===== src/sv/tfm_pkg.sv =====
// ----------------------------------------------------------------------------
// tfm_pkg: shared types and constants for the two-queue merge arbiter
// Word layouts, function and status codes, and queue sizes that do not vary.
// ----------------------------------------------------------------------------
`default_nettype none

package tfm_pkg;

    localparam int ID_W      = 16;
    localparam int STAMP_W   = 6;
    localparam int ENTRY_W   = ID_W + STAMP_W;
    localparam int FUNC_W    = 2;
    localparam int SEL_W     = 2;
    localparam int MODE_W    = 2;
    localparam int CNT_W     = 6;
    localparam int STATUS_W  = 3;
    localparam int CAP_W     = 5;

    localparam logic [CAP_W-1:0] CAP_RESET   = 5'd16;
    localparam logic [CNT_W-1:0] MAX_RESULTS = 6'd32;

    // function codes
    localparam logic [FUNC_W-1:0] FUNC_JOIN  = 2'd0;
    localparam logic [FUNC_W-1:0] FUNC_SERVE = 2'd1;
    localparam logic [FUNC_W-1:0] FUNC_HIST  = 2'd2;
    localparam logic [FUNC_W-1:0] FUNC_BAD   = 2'd3;

    // queue select and serve mode codes
    localparam logic [SEL_W-1:0]  SEL_ONE    = 2'd1;
    localparam logic [SEL_W-1:0]  SEL_TWO    = 2'd2;
    localparam logic [MODE_W-1:0] MODE_MERGE = 2'd1;
    localparam logic [MODE_W-1:0] MODE_ALT   = 2'd2;

    // result status codes
    localparam logic [STATUS_W-1:0] ST_JOINED = 3'd0;
    localparam logic [STATUS_W-1:0] ST_REJECT = 3'd1;
    localparam logic [STATUS_W-1:0] ST_SERVED = 3'd2;
    localparam logic [STATUS_W-1:0] ST_HIST   = 3'd3;
    localparam logic [STATUS_W-1:0] ST_NONE   = 3'd4;

    // command and result queue sizes
    localparam int CMDQ_DEPTH = 2;
    localparam int CMDQ_AW    = $clog2(CMDQ_DEPTH);
    localparam int CMDQ_CW    = $clog2(CMDQ_DEPTH + 1);
    localparam int RESQ_DEPTH = 2;
    localparam int RESQ_AW    = $clog2(RESQ_DEPTH);
    localparam int RESQ_CW    = $clog2(RESQ_DEPTH + 1);

    typedef enum logic [1:0] {
        K_JOIN  = 2'd0,
        K_SERVE = 2'd1,
        K_HIST  = 2'd2,
        K_NONE  = 2'd3
    } kind_t;

    typedef struct packed {
        kind_t             kind;
        logic [ID_W-1:0]   cid;
        logic [SEL_W-1:0]  sel;
        logic [MODE_W-1:0] mode;
        logic [CNT_W-1:0]  n;
    } cmd_t;

    typedef struct packed {
        logic [STATUS_W-1:0] status;
        logic [ID_W-1:0]     id;
        logic [STAMP_W-1:0]  stamp;
        logic                last;
    } res_t;

endpackage

`default_nettype wire


===== src/sv/two_fifo_merge_arbiter.sv =====
// ----------------------------------------------------------------------------
// two_fifo_merge_arbiter: two-queue merge arbiter, top level
// Joins, drains and history reads over two bounded entry queues.
// ----------------------------------------------------------------------------
// Input words go in through push/full and result words come out through
// empty/pop; each input word yields one or more result words and the final
// one carries last. Inputs land in a two-word command queue, so input words
// are taken one per cycle while that queue has room. The execution side runs
// one command at a time: a join or any single-result command finishes in the
// idle state, a serve drains one entry per result word, and a history read
// alternates a read state and a write state per returned entry (the history
// memory has a registered read port), with a trailing "empty" word if the
// history runs out first. Results go through a two-word result queue, so a
// stalled consumer only blocks execution once that queue fills. line_capacity
// is written over the cfg port (always ready) and must only change while the
// block is idle. No clearing pass is needed after reset.
// ----------------------------------------------------------------------------
`default_nettype none

module two_fifo_merge_arbiter
#(
    parameter int QUEUE_DEPTH = 16,
    parameter int HIST_DEPTH  = 32
)
(
    input  wire logic                         clk,
    input  wire logic                         rst_n,
    // input word channel
    input  wire logic                         push,
    output logic                              full,
    input  wire logic [tfm_pkg::FUNC_W-1:0]   func,
    input  wire logic [tfm_pkg::ID_W-1:0]     customer_id,
    input  wire logic [tfm_pkg::SEL_W-1:0]    line_select,
    input  wire logic [tfm_pkg::MODE_W-1:0]   serve_mode,
    input  wire logic [tfm_pkg::CNT_W-1:0]    history_count,
    // result word channel
    output logic                              empty,
    input  wire logic                         pop,
    output logic [tfm_pkg::STATUS_W-1:0]      status,
    output logic [tfm_pkg::ID_W-1:0]          out_id,
    output logic [tfm_pkg::STAMP_W-1:0]       out_stamp,
    output logic                              last,
    // configuration
    input  wire logic                         cfg_valid,
    output logic                              cfg_ready,
    input  wire logic [tfm_pkg::CAP_W-1:0]    cfg_data
);

    logic [tfm_pkg::CAP_W-1:0] line_capacity_reg;
    logic                      cmd_valid;
    tfm_pkg::cmd_t             cmd;
    logic                      cmd_pop;
    logic                      res_full;
    logic                      res_push;
    tfm_pkg::res_t             res_wdata;
    tfm_pkg::res_t             res_rdata;

    // configuration register, always ready
    assign cfg_ready = 1'b1;

    always_ff @(posedge clk or negedge rst_n)
    begin
        if (!rst_n)
        begin
            line_capacity_reg <= tfm_pkg::CAP_RESET;
        end
        else if (cfg_valid && cfg_ready)
        begin
            line_capacity_reg <= cfg_data;
        end
    end

    // front: decode and command queue
    tfm_front u_front
    (
        .clk           (clk),
        .rst_n         (rst_n),
        .push          (push),
        .full          (full),
        .func          (func),
        .customer_id   (customer_id),
        .line_select   (line_select),
        .serve_mode    (serve_mode),
        .history_count (history_count),
        .cmd_valid     (cmd_valid),
        .cmd           (cmd),
        .cmd_pop       (cmd_pop)
    );

    // back: queues, drain sequencer, history stack
    tfm_back
    #(
        .QUEUE_DEPTH (QUEUE_DEPTH),
        .HIST_DEPTH  (HIST_DEPTH)
    )
    u_back
    (
        .clk           (clk),
        .rst_n         (rst_n),
        .line_capacity (line_capacity_reg),
        .cmd_valid     (cmd_valid),
        .cmd           (cmd),
        .cmd_pop       (cmd_pop),
        .res_full      (res_full),
        .res_push      (res_push),
        .res_data      (res_wdata)
    );

    // result queue
    tfm_resq u_resq
    (
        .clk   (clk),
        .rst_n (rst_n),
        .push  (res_push),
        .wdata (res_wdata),
        .full  (res_full),
        .empty (empty),
        .pop   (pop),
        .rdata (res_rdata)
    );

    assign status    = res_rdata.status;
    assign out_id    = res_rdata.id;
    assign out_stamp = res_rdata.stamp;
    assign last      = res_rdata.last;

    // execution never writes a word into a full result queue
    assert property (@(posedge clk) disable iff (!rst_n) res_push |-> !res_full)
        else $error("result word pushed into full result queue");

    // a command is only taken when one is waiting
    assert property (@(posedge clk) disable iff (!rst_n) cmd_pop |-> cmd_valid)
        else $error("command popped from empty command queue");

    // join results are always single words
    assert property (@(posedge clk) disable iff (!rst_n)
        (!empty && ((status == tfm_pkg::ST_JOINED) || (status == tfm_pkg::ST_REJECT)))
        |-> last)
        else $error("join result without last");

    // a drain moves at most 32 entries, so a served word's number stays below 32
    assert property (@(posedge clk) disable iff (!rst_n)
        (!empty && (status == tfm_pkg::ST_SERVED)) |-> (out_stamp < 6'd32))
        else $error("service number out of range");

endmodule

`default_nettype wire


===== src/sv/tfm_front.sv =====
// ----------------------------------------------------------------------------
// tfm_front: input decode and command queue
// Classifies each accepted word into a command and holds it in a short FIFO.
// ----------------------------------------------------------------------------
`default_nettype none

module tfm_front
(
    input  wire logic                       clk,
    input  wire logic                       rst_n,
    input  wire logic                       push,
    output logic                            full,
    input  wire logic [tfm_pkg::FUNC_W-1:0] func,
    input  wire logic [tfm_pkg::ID_W-1:0]   customer_id,
    input  wire logic [tfm_pkg::SEL_W-1:0]  line_select,
    input  wire logic [tfm_pkg::MODE_W-1:0] serve_mode,
    input  wire logic [tfm_pkg::CNT_W-1:0]  history_count,
    output logic                            cmd_valid,
    output tfm_pkg::cmd_t                   cmd,
    input  wire logic                       cmd_pop
);

    tfm_pkg::cmd_t                     cmd_in;
    tfm_pkg::cmd_t                     cmdq_mem [tfm_pkg::CMDQ_DEPTH];
    logic [tfm_pkg::CMDQ_AW-1:0]       wr_ptr_reg, wr_ptr_next;
    logic [tfm_pkg::CMDQ_AW-1:0]       rd_ptr_reg, rd_ptr_next;
    logic [tfm_pkg::CMDQ_CW-1:0]       count_reg, count_next;
    logic                              do_push;
    logic                              do_pop;

    // decode
    always_comb
    begin
        cmd_in.cid  = customer_id;
        cmd_in.sel  = line_select;
        cmd_in.mode = serve_mode;
        cmd_in.n    = (history_count > tfm_pkg::MAX_RESULTS) ? tfm_pkg::MAX_RESULTS
                                                             : history_count;
        unique case (func)
            tfm_pkg::FUNC_JOIN:  cmd_in.kind = tfm_pkg::K_JOIN;
            tfm_pkg::FUNC_SERVE: cmd_in.kind = tfm_pkg::K_SERVE;
            tfm_pkg::FUNC_HIST:  cmd_in.kind = tfm_pkg::K_HIST;
            tfm_pkg::FUNC_BAD:   cmd_in.kind = tfm_pkg::K_NONE;
            default:             cmd_in.kind = tfm_pkg::K_NONE;
        endcase
    end

    assign full      = (count_reg == tfm_pkg::CMDQ_CW'(tfm_pkg::CMDQ_DEPTH));
    assign cmd_valid = (count_reg != '0);
    assign do_push   = push && !full;
    assign do_pop    = cmd_pop && cmd_valid;

    always_comb
    begin
        wr_ptr_next = wr_ptr_reg;
        rd_ptr_next = rd_ptr_reg;
        count_next  = count_reg;
        if (do_push)
        begin
            wr_ptr_next = (wr_ptr_reg == tfm_pkg::CMDQ_AW'(tfm_pkg::CMDQ_DEPTH - 1))
                          ? '0 : wr_ptr_reg + 1'b1;
        end
        if (do_pop)
        begin
            rd_ptr_next = (rd_ptr_reg == tfm_pkg::CMDQ_AW'(tfm_pkg::CMDQ_DEPTH - 1))
                          ? '0 : rd_ptr_reg + 1'b1;
        end
        if (do_push && !do_pop)
        begin
            count_next = count_reg + 1'b1;
        end
        else if (do_pop && !do_push)
        begin
            count_next = count_reg - 1'b1;
        end
    end

    always_ff @(posedge clk or negedge rst_n)
    begin
        if (!rst_n)
        begin
            wr_ptr_reg <= '0;
            rd_ptr_reg <= '0;
            count_reg  <= '0;
        end
        else
        begin
            wr_ptr_reg <= wr_ptr_next;
            rd_ptr_reg <= rd_ptr_next;
            count_reg  <= count_next;
        end
    end

    always_ff @(posedge clk)
    begin
        if (do_push)
        begin
            cmdq_mem[wr_ptr_reg] <= cmd_in;
        end
    end

    assign cmd = cmdq_mem[rd_ptr_reg];

endmodule

`default_nettype wire


===== src/sv/tfm_back.sv =====
// ----------------------------------------------------------------------------
// tfm_back: command execution
// Owns both entry queues, the service counter and the history stack, and
// emits result words into the result queue, holding while it is full.
// ----------------------------------------------------------------------------
`default_nettype none

module tfm_back
#(
    parameter int QUEUE_DEPTH = 16,
    parameter int HIST_DEPTH  = 32
)
(
    input  wire logic                      clk,
    input  wire logic                      rst_n,
    input  wire logic [tfm_pkg::CAP_W-1:0] line_capacity,
    input  wire logic                      cmd_valid,
    input  wire tfm_pkg::cmd_t             cmd,
    output logic                           cmd_pop,
    input  wire logic                      res_full,
    output logic                           res_push,
    output tfm_pkg::res_t                  res_data
);

    localparam int QAW = (QUEUE_DEPTH > 1) ? $clog2(QUEUE_DEPTH) : 1;
    localparam int QCW = $clog2(QUEUE_DEPTH + 1);
    localparam int HAW = (HIST_DEPTH > 1) ? $clog2(HIST_DEPTH) : 1;
    localparam int HFW = $clog2(HIST_DEPTH + 1);

    typedef enum logic [4:0] {
        S_IDLE  = 5'b00001,
        S_SERVE = 5'b00010,
        S_HRD   = 5'b00100,
        S_HWR   = 5'b01000,
        S_HEND  = 5'b10000
    } state_t;

    state_t                                state_reg, state_next;
    logic [tfm_pkg::ENTRY_W-1:0]           q_mem [2][QUEUE_DEPTH];
    logic [QAW-1:0]                        q_head_reg [2];
    logic [QAW-1:0]                        q_head_next [2];
    logic [QAW-1:0]                        q_tail_reg [2];
    logic [QAW-1:0]                        q_tail_next [2];
    logic [QCW-1:0]                        q_count_reg [2];
    logic [QCW-1:0]                        q_count_next [2];
    logic [tfm_pkg::STAMP_W-1:0]           svc_reg, svc_next;
    logic                                  alt_reg, alt_next;
    logic                                  pend_reg, pend_next;
    logic [tfm_pkg::CNT_W-1:0]             rem_reg, rem_next;
    logic [HAW-1:0]                        top_reg, top_next;
    logic [HFW-1:0]                        fill_reg, fill_next;

    logic [tfm_pkg::ENTRY_W-1:0]           hist_mem [HIST_DEPTH];
    logic [tfm_pkg::ENTRY_W-1:0]           hist_rdata_reg;
    logic                                  hist_we;
    logic                                  hist_re;
    logic [HAW-1:0]                        top_dec;
    logic [HAW-1:0]                        top_inc;

    logic                                  q_we;
    logic                                  q_wsel;
    logic [tfm_pkg::ENTRY_W-1:0]           q_wdata;

    logic [tfm_pkg::CAP_W-1:0]             cap;
    logic                                  join_sel;
    logic                                  join_ok;
    logic [tfm_pkg::STAMP_W-1:0]           join_stamp;
    logic [tfm_pkg::ENTRY_W-1:0]           head0;
    logic [tfm_pkg::ENTRY_W-1:0]           head1;
    logic                                  take;
    logic [tfm_pkg::ENTRY_W-1:0]           take_entry;
    logic [QCW:0]                          total;

    // effective capacity, saturated to the queue depth
    assign cap = (line_capacity > tfm_pkg::CAP_W'(QUEUE_DEPTH))
                 ? tfm_pkg::CAP_W'(QUEUE_DEPTH) : line_capacity;

    assign join_sel   = cmd.sel[1];
    assign join_ok    = ((cmd.sel == tfm_pkg::SEL_ONE) || (cmd.sel == tfm_pkg::SEL_TWO))
                        && (tfm_pkg::CAP_W'(q_count_reg[join_sel]) < cap);
    assign join_stamp = tfm_pkg::STAMP_W'(q_count_reg[0]) + tfm_pkg::STAMP_W'(q_count_reg[1])
                        + tfm_pkg::STAMP_W'(1);

    assign head0 = q_mem[0][q_head_reg[0]];
    assign head1 = q_mem[1][q_head_reg[1]];
    assign total = (QCW+1)'(q_count_reg[0]) + (QCW+1)'(q_count_reg[1]);

    // pick the queue to serve next; a pending second half of an
    // alternating pair always goes to queue two
    always_comb
    begin
        if (pend_reg || (q_count_reg[0] == '0))
        begin
            take = 1'b1;
        end
        else if (q_count_reg[1] == '0 || alt_reg)
        begin
            take = 1'b0;
        end
        else
        begin
            // stamp tie goes to queue two
            take = !(head0[tfm_pkg::STAMP_W-1:0] < head1[tfm_pkg::STAMP_W-1:0]);
        end
    end

    assign take_entry = take ? head1 : head0;

    assign top_dec = (top_reg == '0) ? HAW'(HIST_DEPTH - 1) : top_reg - 1'b1;
    assign top_inc = (top_reg == HAW'(HIST_DEPTH - 1)) ? '0 : top_reg + 1'b1;

    always_comb
    begin
        state_next   = state_reg;
        q_head_next  = q_head_reg;
        q_tail_next  = q_tail_reg;
        q_count_next = q_count_reg;
        svc_next     = svc_reg;
        alt_next     = alt_reg;
        pend_next    = pend_reg;
        rem_next     = rem_reg;
        top_next     = top_reg;
        fill_next    = fill_reg;
        cmd_pop      = 1'b0;
        res_push     = 1'b0;
        res_data     = '{status: tfm_pkg::ST_NONE, id: '0, stamp: '0, last: 1'b1};
        hist_we      = 1'b0;
        hist_re      = 1'b0;
        q_we         = 1'b0;
        q_wsel       = join_sel;
        q_wdata      = {cmd.cid, join_stamp};

        unique case (state_reg)
            S_IDLE:
            begin
                if (cmd_valid && !res_full)
                begin
                    cmd_pop = 1'b1;
                    case (cmd.kind)
                        tfm_pkg::K_JOIN:
                        begin
                            res_push       = 1'b1;
                            res_data.id    = cmd.cid;
                            res_data.status = join_ok ? tfm_pkg::ST_JOINED
                                                      : tfm_pkg::ST_REJECT;
                            if (join_ok)
                            begin
                                q_we = 1'b1;
                                q_tail_next[join_sel] =
                                    (q_tail_reg[join_sel] == QAW'(QUEUE_DEPTH - 1))
                                    ? '0 : q_tail_reg[join_sel] + 1'b1;
                                q_count_next[join_sel] = q_count_reg[join_sel] + 1'b1;
                            end
                        end
                        tfm_pkg::K_SERVE:
                        begin
                            if ((cmd.mode == tfm_pkg::MODE_MERGE) ||
                                (cmd.mode == tfm_pkg::MODE_ALT))
                            begin
                                svc_next  = '0;
                                alt_next  = (cmd.mode == tfm_pkg::MODE_ALT);
                                pend_next = 1'b0;
                                if (total == '0)
                                begin
                                    res_push = 1'b1;
                                end
                                else
                                begin
                                    state_next = S_SERVE;
                                end
                            end
                            else
                            begin
                                res_push = 1'b1;
                            end
                        end
                        tfm_pkg::K_HIST:
                        begin
                            if (cmd.n == '0 || fill_reg == '0)
                            begin
                                res_push = 1'b1;
                            end
                            else
                            begin
                                rem_next   = cmd.n;
                                state_next = S_HRD;
                            end
                        end
                        default:
                        begin
                            res_push = 1'b1;
                        end
                    endcase
                end
            end

            S_SERVE:
            begin
                if (!res_full)
                begin
                    res_push       = 1'b1;
                    res_data.status = tfm_pkg::ST_SERVED;
                    res_data.id    = take_entry[tfm_pkg::ENTRY_W-1:tfm_pkg::STAMP_W];
                    res_data.stamp = svc_reg;
                    res_data.last  = (total == (QCW+1)'(1));
                    q_head_next[take] = (q_head_reg[take] == QAW'(QUEUE_DEPTH - 1))
                                        ? '0 : q_head_reg[take] + 1'b1;
                    q_count_next[take] = q_count_reg[take] - 1'b1;
                    svc_next  = svc_reg + 1'b1;
                    pend_next = alt_reg && !pend_reg && !take && (q_count_reg[1] != '0);
                    hist_we   = 1'b1;
                    top_next  = top_inc;
                    if (fill_reg != HFW'(HIST_DEPTH))
                    begin
                        fill_next = fill_reg + 1'b1;
                    end
                    if (total == (QCW+1)'(1))
                    begin
                        state_next = S_IDLE;
                    end
                end
            end

            S_HRD:
            begin
                hist_re    = 1'b1;
                top_next   = top_dec;
                fill_next  = fill_reg - 1'b1;
                rem_next   = rem_reg - 1'b1;
                state_next = S_HWR;
            end

            S_HWR:
            begin
                if (!res_full)
                begin
                    res_push       = 1'b1;
                    res_data.status = tfm_pkg::ST_HIST;
                    res_data.id    = hist_rdata_reg[tfm_pkg::ENTRY_W-1:tfm_pkg::STAMP_W];
                    res_data.stamp = hist_rdata_reg[tfm_pkg::STAMP_W-1:0];
                    res_data.last  = (rem_reg == '0);
                    if (rem_reg == '0)
                    begin
                        state_next = S_IDLE;
                    end
                    else if (fill_reg == '0)
                    begin
                        state_next = S_HEND;
                    end
                    else
                    begin
                        state_next = S_HRD;
                    end
                end
            end

            S_HEND:
            begin
                if (!res_full)
                begin
                    res_push   = 1'b1;
                    state_next = S_IDLE;
                end
            end

            default:
            begin
                state_next = S_IDLE;
            end
        endcase
    end

    always_ff @(posedge clk or negedge rst_n)
    begin
        if (!rst_n)
        begin
            state_reg   <= S_IDLE;
            q_head_reg  <= '{default: '0};
            q_tail_reg  <= '{default: '0};
            q_count_reg <= '{default: '0};
            svc_reg     <= '0;
            alt_reg     <= 1'b0;
            pend_reg    <= 1'b0;
            rem_reg     <= '0;
            top_reg     <= '0;
            fill_reg    <= '0;
        end
        else
        begin
            state_reg   <= state_next;
            q_head_reg  <= q_head_next;
            q_tail_reg  <= q_tail_next;
            q_count_reg <= q_count_next;
            svc_reg     <= svc_next;
            alt_reg     <= alt_next;
            pend_reg    <= pend_next;
            rem_reg     <= rem_next;
            top_reg     <= top_next;
            fill_reg    <= fill_next;
        end
    end

    // entry queues
    always_ff @(posedge clk)
    begin
        if (q_we)
        begin
            q_mem[q_wsel][q_tail_reg[q_wsel]] <= q_wdata;
        end
    end

    // history stack, registered read
    always_ff @(posedge clk)
    begin
        if (hist_we)
        begin
            hist_mem[top_reg] <= {take_entry[tfm_pkg::ENTRY_W-1:tfm_pkg::STAMP_W], svc_reg};
        end
        if (hist_re)
        begin
            hist_rdata_reg <= hist_mem[top_dec];
        end
    end

endmodule

`default_nettype wire


===== src/sv/tfm_resq.sv =====
// ----------------------------------------------------------------------------
// tfm_resq: result queue
// Small FIFO of result words between the execution side and the output ports.
// ----------------------------------------------------------------------------
`default_nettype none

module tfm_resq
(
    input  wire logic          clk,
    input  wire logic          rst_n,
    input  wire logic          push,
    input  wire tfm_pkg::res_t wdata,
    output logic               full,
    output logic               empty,
    input  wire logic          pop,
    output tfm_pkg::res_t      rdata
);

    tfm_pkg::res_t                 mem [tfm_pkg::RESQ_DEPTH];
    logic [tfm_pkg::RESQ_AW-1:0]   wr_ptr_reg, wr_ptr_next;
    logic [tfm_pkg::RESQ_AW-1:0]   rd_ptr_reg, rd_ptr_next;
    logic [tfm_pkg::RESQ_CW-1:0]   count_reg, count_next;
    logic                          do_push;
    logic                          do_pop;

    assign full    = (count_reg == tfm_pkg::RESQ_CW'(tfm_pkg::RESQ_DEPTH));
    assign empty   = (count_reg == '0);
    assign do_push = push && !full;
    assign do_pop  = pop && !empty;

    always_comb
    begin
        wr_ptr_next = wr_ptr_reg;
        rd_ptr_next = rd_ptr_reg;
        count_next  = count_reg;
        if (do_push)
        begin
            wr_ptr_next = (wr_ptr_reg == tfm_pkg::RESQ_AW'(tfm_pkg::RESQ_DEPTH - 1))
                          ? '0 : wr_ptr_reg + 1'b1;
        end
        if (do_pop)
        begin
            rd_ptr_next = (rd_ptr_reg == tfm_pkg::RESQ_AW'(tfm_pkg::RESQ_DEPTH - 1))
                          ? '0 : rd_ptr_reg + 1'b1;
        end
        if (do_push && !do_pop)
        begin
            count_next = count_reg + 1'b1;
        end
        else if (do_pop && !do_push)
        begin
            count_next = count_reg - 1'b1;
        end
    end

    always_ff @(posedge clk or negedge rst_n)
    begin
        if (!rst_n)
        begin
            wr_ptr_reg <= '0;
            rd_ptr_reg <= '0;
            count_reg  <= '0;
        end
        else
        begin
            wr_ptr_reg <= wr_ptr_next;
            rd_ptr_reg <= rd_ptr_next;
            count_reg  <= count_next;
        end
    end

    always_ff @(posedge clk)
    begin
        if (do_push)
        begin
            mem[wr_ptr_reg] <= wdata;
        end
    end

    assign rdata = mem[rd_ptr_reg];

endmodule

`default_nettype wire

===== config.mk =====
export PLATFORM = sky130hd
export DESIGN_NAME = two_fifo_merge_arbiter
export DESIGN_NICKNAME = d
export VERILOG_FILES = /design/src/sv/tfm_pkg.sv /design/src/sv/two_fifo_merge_arbiter.sv /design/src/sv/tfm_front.sv /design/src/sv/tfm_back.sv /design/src/sv/tfm_resq.sv
export SDC_FILE = /design/constraint.sdc
export NUM_CORES = 2
export LEC_CHECK = 0
export ABC_AREA = 1
export BUFFER_PORTS_ARGS = -buffer_cell sky130_fd_sc_hd__clkbuf_2
export CORE_MARGIN = 3
export CORE_UTILIZATION = 35
export CTS_CLUSTER_SIZE = 12
export DETAILED_ROUTE_END_ITERATION = 16
export GPL_TIMING_DRIVEN = 0
export HOLD_SLACK_MARGIN = 0.08
export PLACE_DENSITY = 0.53
export SLEW_MARGIN = 20
export SYNTH_ARGS = -nofsm -noshare
export SYNTH_HDL_FRONTEND = slang
export SYNTH_SLANG_ARGS = --single-unit
export TNS_END_PERCENT = 20

===== constraint.sdc =====
create_clock -name clk -period 3.8 [get_ports clk]
set_input_delay 0.57 -clock clk [delete_from_list [all_inputs] [get_ports clk]]
set_output_delay 0.57 -clock clk [all_outputs]
set_load 0.02 [all_outputs]

# Word level (Yosys, flattened, before mapping)

Memory sizes are Yosys's and may differ from the RTL's. A register that Yosys moved wholly into a read port is not among the register bits.
Cells that the tools add are included.

Register bits: 69
RAM bits: 1516
Output and inout port bits: 29
Logic and storage cells: 273
Memories kept: 4

Add/sub/neg operators: 20
Magnitude comparators: 12
Equal/unequal tests: 37
Mux-type cells: 116
Bitwise operators: 6
Reductions and logical operators: 58

Memories:

| memory           | depth | bits a word | rd ports | clocked after memory_dff | write ports | line            | text |
|---|---|---|---|---|---|---|---|
| u_back.hist_mem  | 32    | 22          | 1        | 1                        | 1           | tfm_back.sv:53  | `logic [tfm_pkg::ENTRY_W-1:0] hist_mem [HIST_DEPTH];` |
| u_back.q_mem     | 2     | 352         | 2        | 0                        | 1           | tfm_back.sv:39  | `logic [tfm_pkg::ENTRY_W-1:0] q_mem [2][QUEUE_DEPTH];` |
| u_front.cmdq_mem | 2     | 28          | 1        | 0                        | 1           | tfm_front.sv:24 | `tfm_pkg::cmd_t cmdq_mem [tfm_pkg::CMDQ_DEPTH];` |
| u_resq.mem       | 2     | 26          | 1        | 0                        | 1           | tfm_resq.sv:19  | `tfm_pkg::res_t mem [tfm_pkg::RESQ_DEPTH];` |

Operator list:

| kind                | number |
|---|---|
| $mux 352            | 1 |
| $bmux 22 s4         | 2 |
| $mux 22             | 6 |
| $mux 5              | 22 |
| $demux 22 s4        | 1 |
| $mux 6              | 10 |
| $pmux 19 s3         | 1 |
| $mux 26             | 2 |
| $mux 10             | 4 |
| $mux 4              | 10 |
| $mux 19             | 2 |
| $pmux 6 s2          | 3 |
| $mux 1              | 31 |
| $pmux 5 s5          | 1 |
| $logic_not 6->1     | 4 |
| $bwmux 10           | 2 |
| $pmux 10 s2         | 1 |
| $pmux 5 s2          | 2 |
| $add 6x1->6 const B | 3 |
| $bwmux 8            | 2 |
| $logic_and 1x1->1   | 16 |
| $ge 5x5->1 const B  | 3 |
| $logic_not 5->1     | 3 |
| $not 4->5           | 3 |
| 48 further kinds    | 114 |

# Logic depth before layout (Yosys ltp)

Word-level depth: 16
Depth in mapped cells: 27
Depth with buffers taken out: 23

# Hierarchy

From an unflattened synthesis, not the netlist that was laid out.

Cells, all modules: 4960
Area, all modules: 64744.6 µm²

Modules (own cells, without submodules):

| module                 | times used | cells each | area an instance (µm²) | sequential area each (µm²) |
|---|---|---|---|---|
| tfm_back               | 1          | 4579       | 60063.9                | 44343.8 |
| tfm_front              | 1          | 191        | 2344.7                 | 1781.7 |
| tfm_resq               | 1          | 167        | 2138.3                 | 1661.6 |
| two_fifo_merge_arbiter | 1          | 23         | 197.7                  | 126.4 |

# Least setup slack after synthesis

Ideal clock, no wire load.

Path type: register to register
Start: register u_back.state_reg[2]
End: memory u_back.hist_mem[31][0] in the netlist's numbering (enable)
Setup time: 0.457 ns
Arrival time: 3.606 ns
Path slack: -0.263 ns
Cell stages (with the launch flop): 9
Cells stage by stage: dfrtp_1 -> nor2_1 -> inv_1 -> nor4_2 -> inv_2 -> nor2_1 -> inv_2 -> clkbuf_1 -> nor4_1

Cells in the longest elaborated chain, start to end: 4

Ends and longest elaborated chain:

| what                         | line            | text |
|---|---|---|
| from (decl)                  | tfm_back.sv:38  | `state_t state_reg, state_next;` |
| from (signal assigned)       | tfm_back.sv:290 | `state_reg <= state_next;` |
| $eq 5x2->1                   | tfm_back.sv:133 | `unique case (state_reg)` |
| $mux 1                       | tfm_back.sv:133 |  |
| $mux 1                       | tfm_back.sv:315 | `if (hist_we)` |
| $mux 1 (implied by the code) | tfm_back.sv:317 | `hist_mem[top_reg] <= {take_entry[tfm_pkg::ENTRY_W-1:tfm_pkg::STAMP_W], svc_reg};` |
| to (decl)                    | tfm_back.sv:53  |  |

No other way between the ends.

# Worst setup path after layout

Start: register u_back.top_reg[0]
End: register u_back.hist_rdata_reg[14] in the netlist's numbering, read port of u_back.hist_mem (data pin)

Cells in the longest elaborated chain, start to end: 2

Ends and longest elaborated chain:

| what                                           | line            | text |
|---|---|---|
| from (decl)                                    | tfm_back.sv:50  | `logic [HAW-1:0] top_reg, top_next;` |
| from (signal assigned)                         | tfm_back.sv:298 | `top_reg <= top_next;` |
| $sub 5x1->5 or $logic_not 5->1 (tied branches) | tfm_back.sv:109 | `assign top_dec = (top_reg == '0) ? HAW'(HIST_DEPTH - 1) : top_reg - 1'b1;` |
| $mux 5 *                                       | tfm_back.sv:109 |  |
| to (decl)                                      | tfm_back.sv:54  | `logic [tfm_pkg::ENTRY_W-1:0] hist_rdata_reg;` |

Mark *: on every way between the ends. The rest lies on a longest branch, timed or not.
A chain may end at the register's enable or synchronous reset.

==> results.md <==
- Hold is met by about 0.14 ns.
- The total count of max-transition violations in the final report is 0.
- The total number of clock tree sinks is around 1.6k.
- The async set or reset register ratio after synthesis is around 4.3%.
- The share of the cycle needed by the critical path after routing is 105.2%.
- STA classifies the critical path startpoint as a register.
- The congestion estimate from routability-driven global placement came to slightly below 0.9.
- The element type at the critical path end is a register.
- For the worst-skew pair, the clock arrives at the later sink with an insertion delay of 0.81 ns.
- The residual antenna-violating net count after detailed routing is 0.
- The signed area change from the synthesized netlist to the final layout is 21.86%.
- The floorplan step defined a core boundary enclosing 184,100 um^2.
- Cells fill ~43% of the core in the end.
- Measured along the x axis, the die boundary spans 437.6 um.
- After synthesis the netlist holds a flip-flop and latch count of 1,607.
- By area the synthesized netlist is led by sky130_fd_sc_hd__edfxtp_1, sky130_fd_sc_hd__nor2_1, sky130_fd_sc_hd__o21ai_0.
- The initial antenna violation count is 6.
- Entering global routing, the biggest net connects between 60 and 70 pins.
- The total DRC errors in the routed layout is 0.
- The class of the worst hold path is in2reg.
- The timing-limited maximum frequency is ~250 MHz.
- The wire length of the first global-routing pass is approximately 300 mm.
- The count of filler cells inserted in the layout is between 15k and 20k.
- The flow ran to the end, but the final reports show violations.
- The number of buffers between clock root and the deepest sink is 3.
- The leakage component of the power is 26.27 nW.
- The detailed-route wire length on metal 1 is between 80 and 90 mm.
- The total routing resource utilization after global routing is between 20% and 30%.
- After the first detailed-routing iteration, the DRC count stood at between 5k and 6k.
- OpenSTA, run right after detailed placement, puts the worst setup slack at -2.798 ns.
- Once placement finished, the instance area stood at ~70,000 um^2.
- The share of synthesized area in the top cell type comes to between 70% and 80%.
- After routing the design area is a little under 80,000 um^2.
- The power density relative to cell area is about 1000 nW/um^2.
- The yosys synthesis warning count is 0.
- Detailed placement ended at an HPWL of between 100 and 150 mm.
- After synthesis the cells add up to approximately 65,000 um^2.
- The number of global-route vias before repair is 43.00k.
- The via count is roughly 45k.
- When the netlist entered floorplanning its net count stood at about 5.1k.
- The mean cell area of the mapped netlist is 12.92 um^2.
- At the end of the flow, the number of nets in the layout was around 5.6k.
- In this run the tool buffered the top-level ports with 63 buffer cells.
- The number of different library cells used by synthesis comes to 62.
- The initialized floorplan defines about 160 standard-cell rows.
- The initial utilization of the core area, before any placement, comes to between 30 and 40%.
- The clock tree synthesis step divided the H-tree into 4 levels.
- The area of the die is 191,500 um^2.
- The detail-routed net length per standard cell is around 27 um.
- After detailed routing, no signal wire sits above met5.
- The number of buffers inserted during clock tree synthesis is about 170.
- The worst path in the final design needs a cycle of roughly 4.0 ns, including I/O delays and setup.
- For the worst setup path, the data required time is between 4 and 5 ns.
- The final reports fail on negative setup slack.
- Global routing finished with a remaining overflow of 0.
- In this run the count of I/O pins placed on the die edge is 67.
- Cells with a size suffix above 1 make up roughly 15% of the layout.
- The cell type with the largest total area after synthesis is sky130_fd_sc_hd__edfxtp_1.
- The footprint of the multi-input gates is between 15,000 and 20,000 um^2.
- Setup violations remaining at the end of the flow were counted as between 500 and 600.
- The register clock-pin slew on the reported worst setup and hold paths is 0.07 ns.
- The first detailed-routing pass ran for 8 iterations.
- The via count normalized by instance count is 5.496.
- The worst voltage drop across the vdd grid is about 1.7 mV.
- The setup path with the least slack is of type reg2reg.
- The final worst clock skew is between 0.02 and 0.025 ns.
- The number of cells produced by synthesis is about 5.0k.
- The sequential-to-total area share from yosys stat is approximately three quarters.
- The CTS tree is done.
- The die is about 440 um tall.
- The final wirelength is ~220 mm.
- The number of endpoints with negative hold slack in the final report is 0.
- The leading register cell type out of synthesis is sky130_fd_sc_hd__edfxtp_1.
- The clock root buffer master is sky130_fd_sc_hd__clkbuf_16.
- The sequential standard cell area is between 40,000 and 50,000 um^2.
- The post-route worst setup slack is -0.1969 ns.
- For the pin with the worst max-slew slack, the measured transition is between 1 and 1.5 ns.
- The count of flip-flops with a built-in enable after synthesis is 1,538.
- The wire length on met2 is roughly 100 mm.
- The maximum fanout encountered on the critical timing path is 10.
- Setup repair after global routing could not meet its margin everywhere.
- Measured against its own limit, the worst slew margin works out to 31.41%.
- At the worst endpoint, the arrival time is approximately 4.7 ns.
- The number of violations of the max-capacitance limit is 0.
- The wire length on met3 is 16.81 mm.
==> cell families (layout without fill, tap and decap cells) <==
| family | Yosys count | after routing | synth area share [%] |
|---|---|---|---|
| xor gates and xnor gates | 30 | 30 | 0.4144 |
| and+or+nand+nor | 1627 | 1627 | 10.01 |
| DFF | 1607 | 1607 | 73.47 |
| other | 1 | 6 | 0.005751 |
| AOI/OAI and AO/OA | 1249 | 1249 | 11.96 |
| buffers and inverters | 486 | 1076 | 3.183 |
| adders and majority gates | 44 | 44 | 0.8672 |
| muxes | 5 | 5 | 0.08442 |
==> layer usage <==
layer,up-vias,track usage (%)
met2,2004,36.12
met1,22500,29.30
met4,2,8.163
met3,392,3.708
li1,19660,-
met5,-,0
==> layout by cell type, fill, tap and decap left out, types with 16 or more instances in the layout <==
| cell type | synthesis | final |
|---|---|---|
| sky130_fd_sc_hd__inv_1 | 142 | 122 |
| sky130_fd_sc_hd__a21oi_1 | 101 | 100 |
| sky130_fd_sc_hd__clkinv_1 | 2 | 25 |
| sky130_fd_sc_hd__buf_16 | 0 | 56 |
| sky130_fd_sc_hd__clkbuf_2 | 3 | 79 |
| sky130_fd_sc_hd__buf_6 | 14 | 28 |
| sky130_fd_sc_hd__buf_2 | 47 | 41 |
| sky130_fd_sc_hd__o21ai_1 | 55 | 60 |
| sky130_fd_sc_hd__o221ai_1 | 128 | 123 |
| sky130_fd_sc_hd__dlygate4sd3_1 | 0 | 38 |
| sky130_fd_sc_hd__nor2_1 | 995 | 917 |
| sky130_fd_sc_hd__nand3_1 | 149 | 126 |
| sky130_fd_sc_hd__nand2_2 | 7 | 31 |
| sky130_fd_sc_hd__nor2_4 | 1 | 74 |
| sky130_fd_sc_hd__clkbuf_16 | 0 | 186 |
| sky130_fd_sc_hd__buf_12 | 0 | 63 |
| sky130_fd_sc_hd__o32a_1 | 74 | 74 |
| sky130_fd_sc_hd__xor2_1 | 19 | 17 |
| sky130_fd_sc_hd__o32ai_1 | 102 | 102 |
| sky130_fd_sc_hd__o22ai_1 | 47 | 41 |
| sky130_fd_sc_hd__dfrtp_1 | 67 | 60 |
| sky130_fd_sc_hd__ha_1 | 42 | 38 |
| sky130_fd_sc_hd__buf_4 | 16 | 76 |
| sky130_fd_sc_hd__clkbuf_8 | 0 | 16 |
| sky130_fd_sc_hd__o21ai_0 | 651 | 641 |
| sky130_fd_sc_hd__edfxtp_1 | 1538 | 1538 |
| sky130_fd_sc_hd__clkbuf_1 | 231 | 250 |
| sky130_fd_sc_hd__nand2_1 | 426 | 389 |
| sky130_fd_sc_hd__o211ai_1 | 58 | 58 |
==> Yosys cell counts, types with 55 or more instances <==
cell	count
sky130_fd_sc_hd__a21oi_1	101
sky130_fd_sc_hd__clkbuf_1	231
sky130_fd_sc_hd__dfrtp_1	67
sky130_fd_sc_hd__edfxtp_1	1538
sky130_fd_sc_hd__inv_1	142
sky130_fd_sc_hd__nand2_1	426
sky130_fd_sc_hd__nand3_1	149
sky130_fd_sc_hd__nor2_1	995
sky130_fd_sc_hd__o211ai_1	58
sky130_fd_sc_hd__o21ai_0	651
sky130_fd_sc_hd__o21ai_1	55
sky130_fd_sc_hd__o221ai_1	128
sky130_fd_sc_hd__o32a_1	74
sky130_fd_sc_hd__o32ai_1	102
==> report_power, final <==
group          internal (mW)  switching, mW  total, mW
Clock                   8.65           6.78       15.4
Sequential              25.9          0.513       26.4
Combinational           11.2           28.0       39.2
==> final cells by class <==
cell class / count / share of cell area (%)
repair inverters: 5 / 0.04724
diodes: 5 / 0.01575
multi-input cells: 2956 / 20.79
clock inverters: 52 / 0.4881
clock buffers: 246 / 5.801
repair buffers: 293 / 5.202
plain buffers: 318 / 2.470
well taps: 2464 / 3.880
flip-flops and latches: 1607 / 60.31
inverters: 162 / 0.9983
==> critical path, cell delays in order (launching register included) <==
cell and delay [ns]:
sky130_fd_sc_hd__dfrtp_1 0.48, sky130_fd_sc_hd__inv_1 0.16, sky130_fd_sc_hd__ha_1 0.24, sky130_fd_sc_hd__inv_1 0.13
sky130_fd_sc_hd__nor2_4 0.06, sky130_fd_sc_hd__inv_2 0.09, sky130_fd_sc_hd__nand2_4 0.07, sky130_fd_sc_hd__inv_4 0.18
sky130_fd_sc_hd__buf_2 0.33, sky130_fd_sc_hd__clkbuf_1 0.69, sky130_fd_sc_hd__nor2_1 0.09, sky130_fd_sc_hd__o32ai_1 0.20
sky130_fd_sc_hd__o21ai_0 0.12, sky130_fd_sc_hd__a21oi_1 0.48, sky130_fd_sc_hd__o21ai_1 0.29, sky130_fd_sc_hd__nand2_1 0.20
==> metrics by stage <==
| stage | cells | TNS [ns] | total power [mW] |
|---|---|---|---|
| floorplan | 5049 | -19.59 | 43.62 |
| global placement | 7576 | -3710.08 | 57.36 |
| detailed placement | 7666 | -1687.88 | 60.00 |
| CTS | 8089 | -125.03 | 79.99 |
| global route | 8104 | -100.75 | 84.01 |
| finish | 8108 | -51.58 | 80.97 |
==> path summary, 6_finish.rpt <==
| kind | start | end | slack [ns] | cells past startpoint |
|---|---|---|---|---|
| max reg2reg | u_back.top_reg[0]$_DFFE_PN0P_ | u_back.hist_rdata_reg[14]$_DFFE_PP_ | -0.20 | 15 |
| max in group asynchronous | rst_n | u_back.state_reg[0]$_DFFE_PN1P_ | 2.96 | 3 |
| min reg2reg | u_back.q_tail_reg[4]$_DFFE_PN0P_ | u_back.q_tail_reg[4]$_DFFE_PN0P_ | 0.48 | 1 |
| max | u_back.top_reg[0]$_DFFE_PN0P_ | u_back.hist_rdata_reg[14]$_DFFE_PP_ | -0.20 | 15 |
| min | history_count[2] | u_front.cmdq_mem[0][2]$_DFFE_PP_ | 0.14 | 3 |
| min in group asynchronous | rst_n | u_back.q_head_reg[1]$_DFFE_PN0P_ | 0.18 | 2 |
==> what timing repair did <==
| item | in CTS | in global routing |
|---|---|---|
| buffers inserted | 87 | 12 |
| cloned | 10 | 2 |
| endpoints found under the hold margin | 124 | 0 |
| resized for setup | 323 | 52 |
| setup endpoints to repair | 1270 | 1729 |
| pin swaps | 62 | 24 |
| hold buffers | 38 | 0 |
No activity file was read; power rests on OpenSTA's default activity.
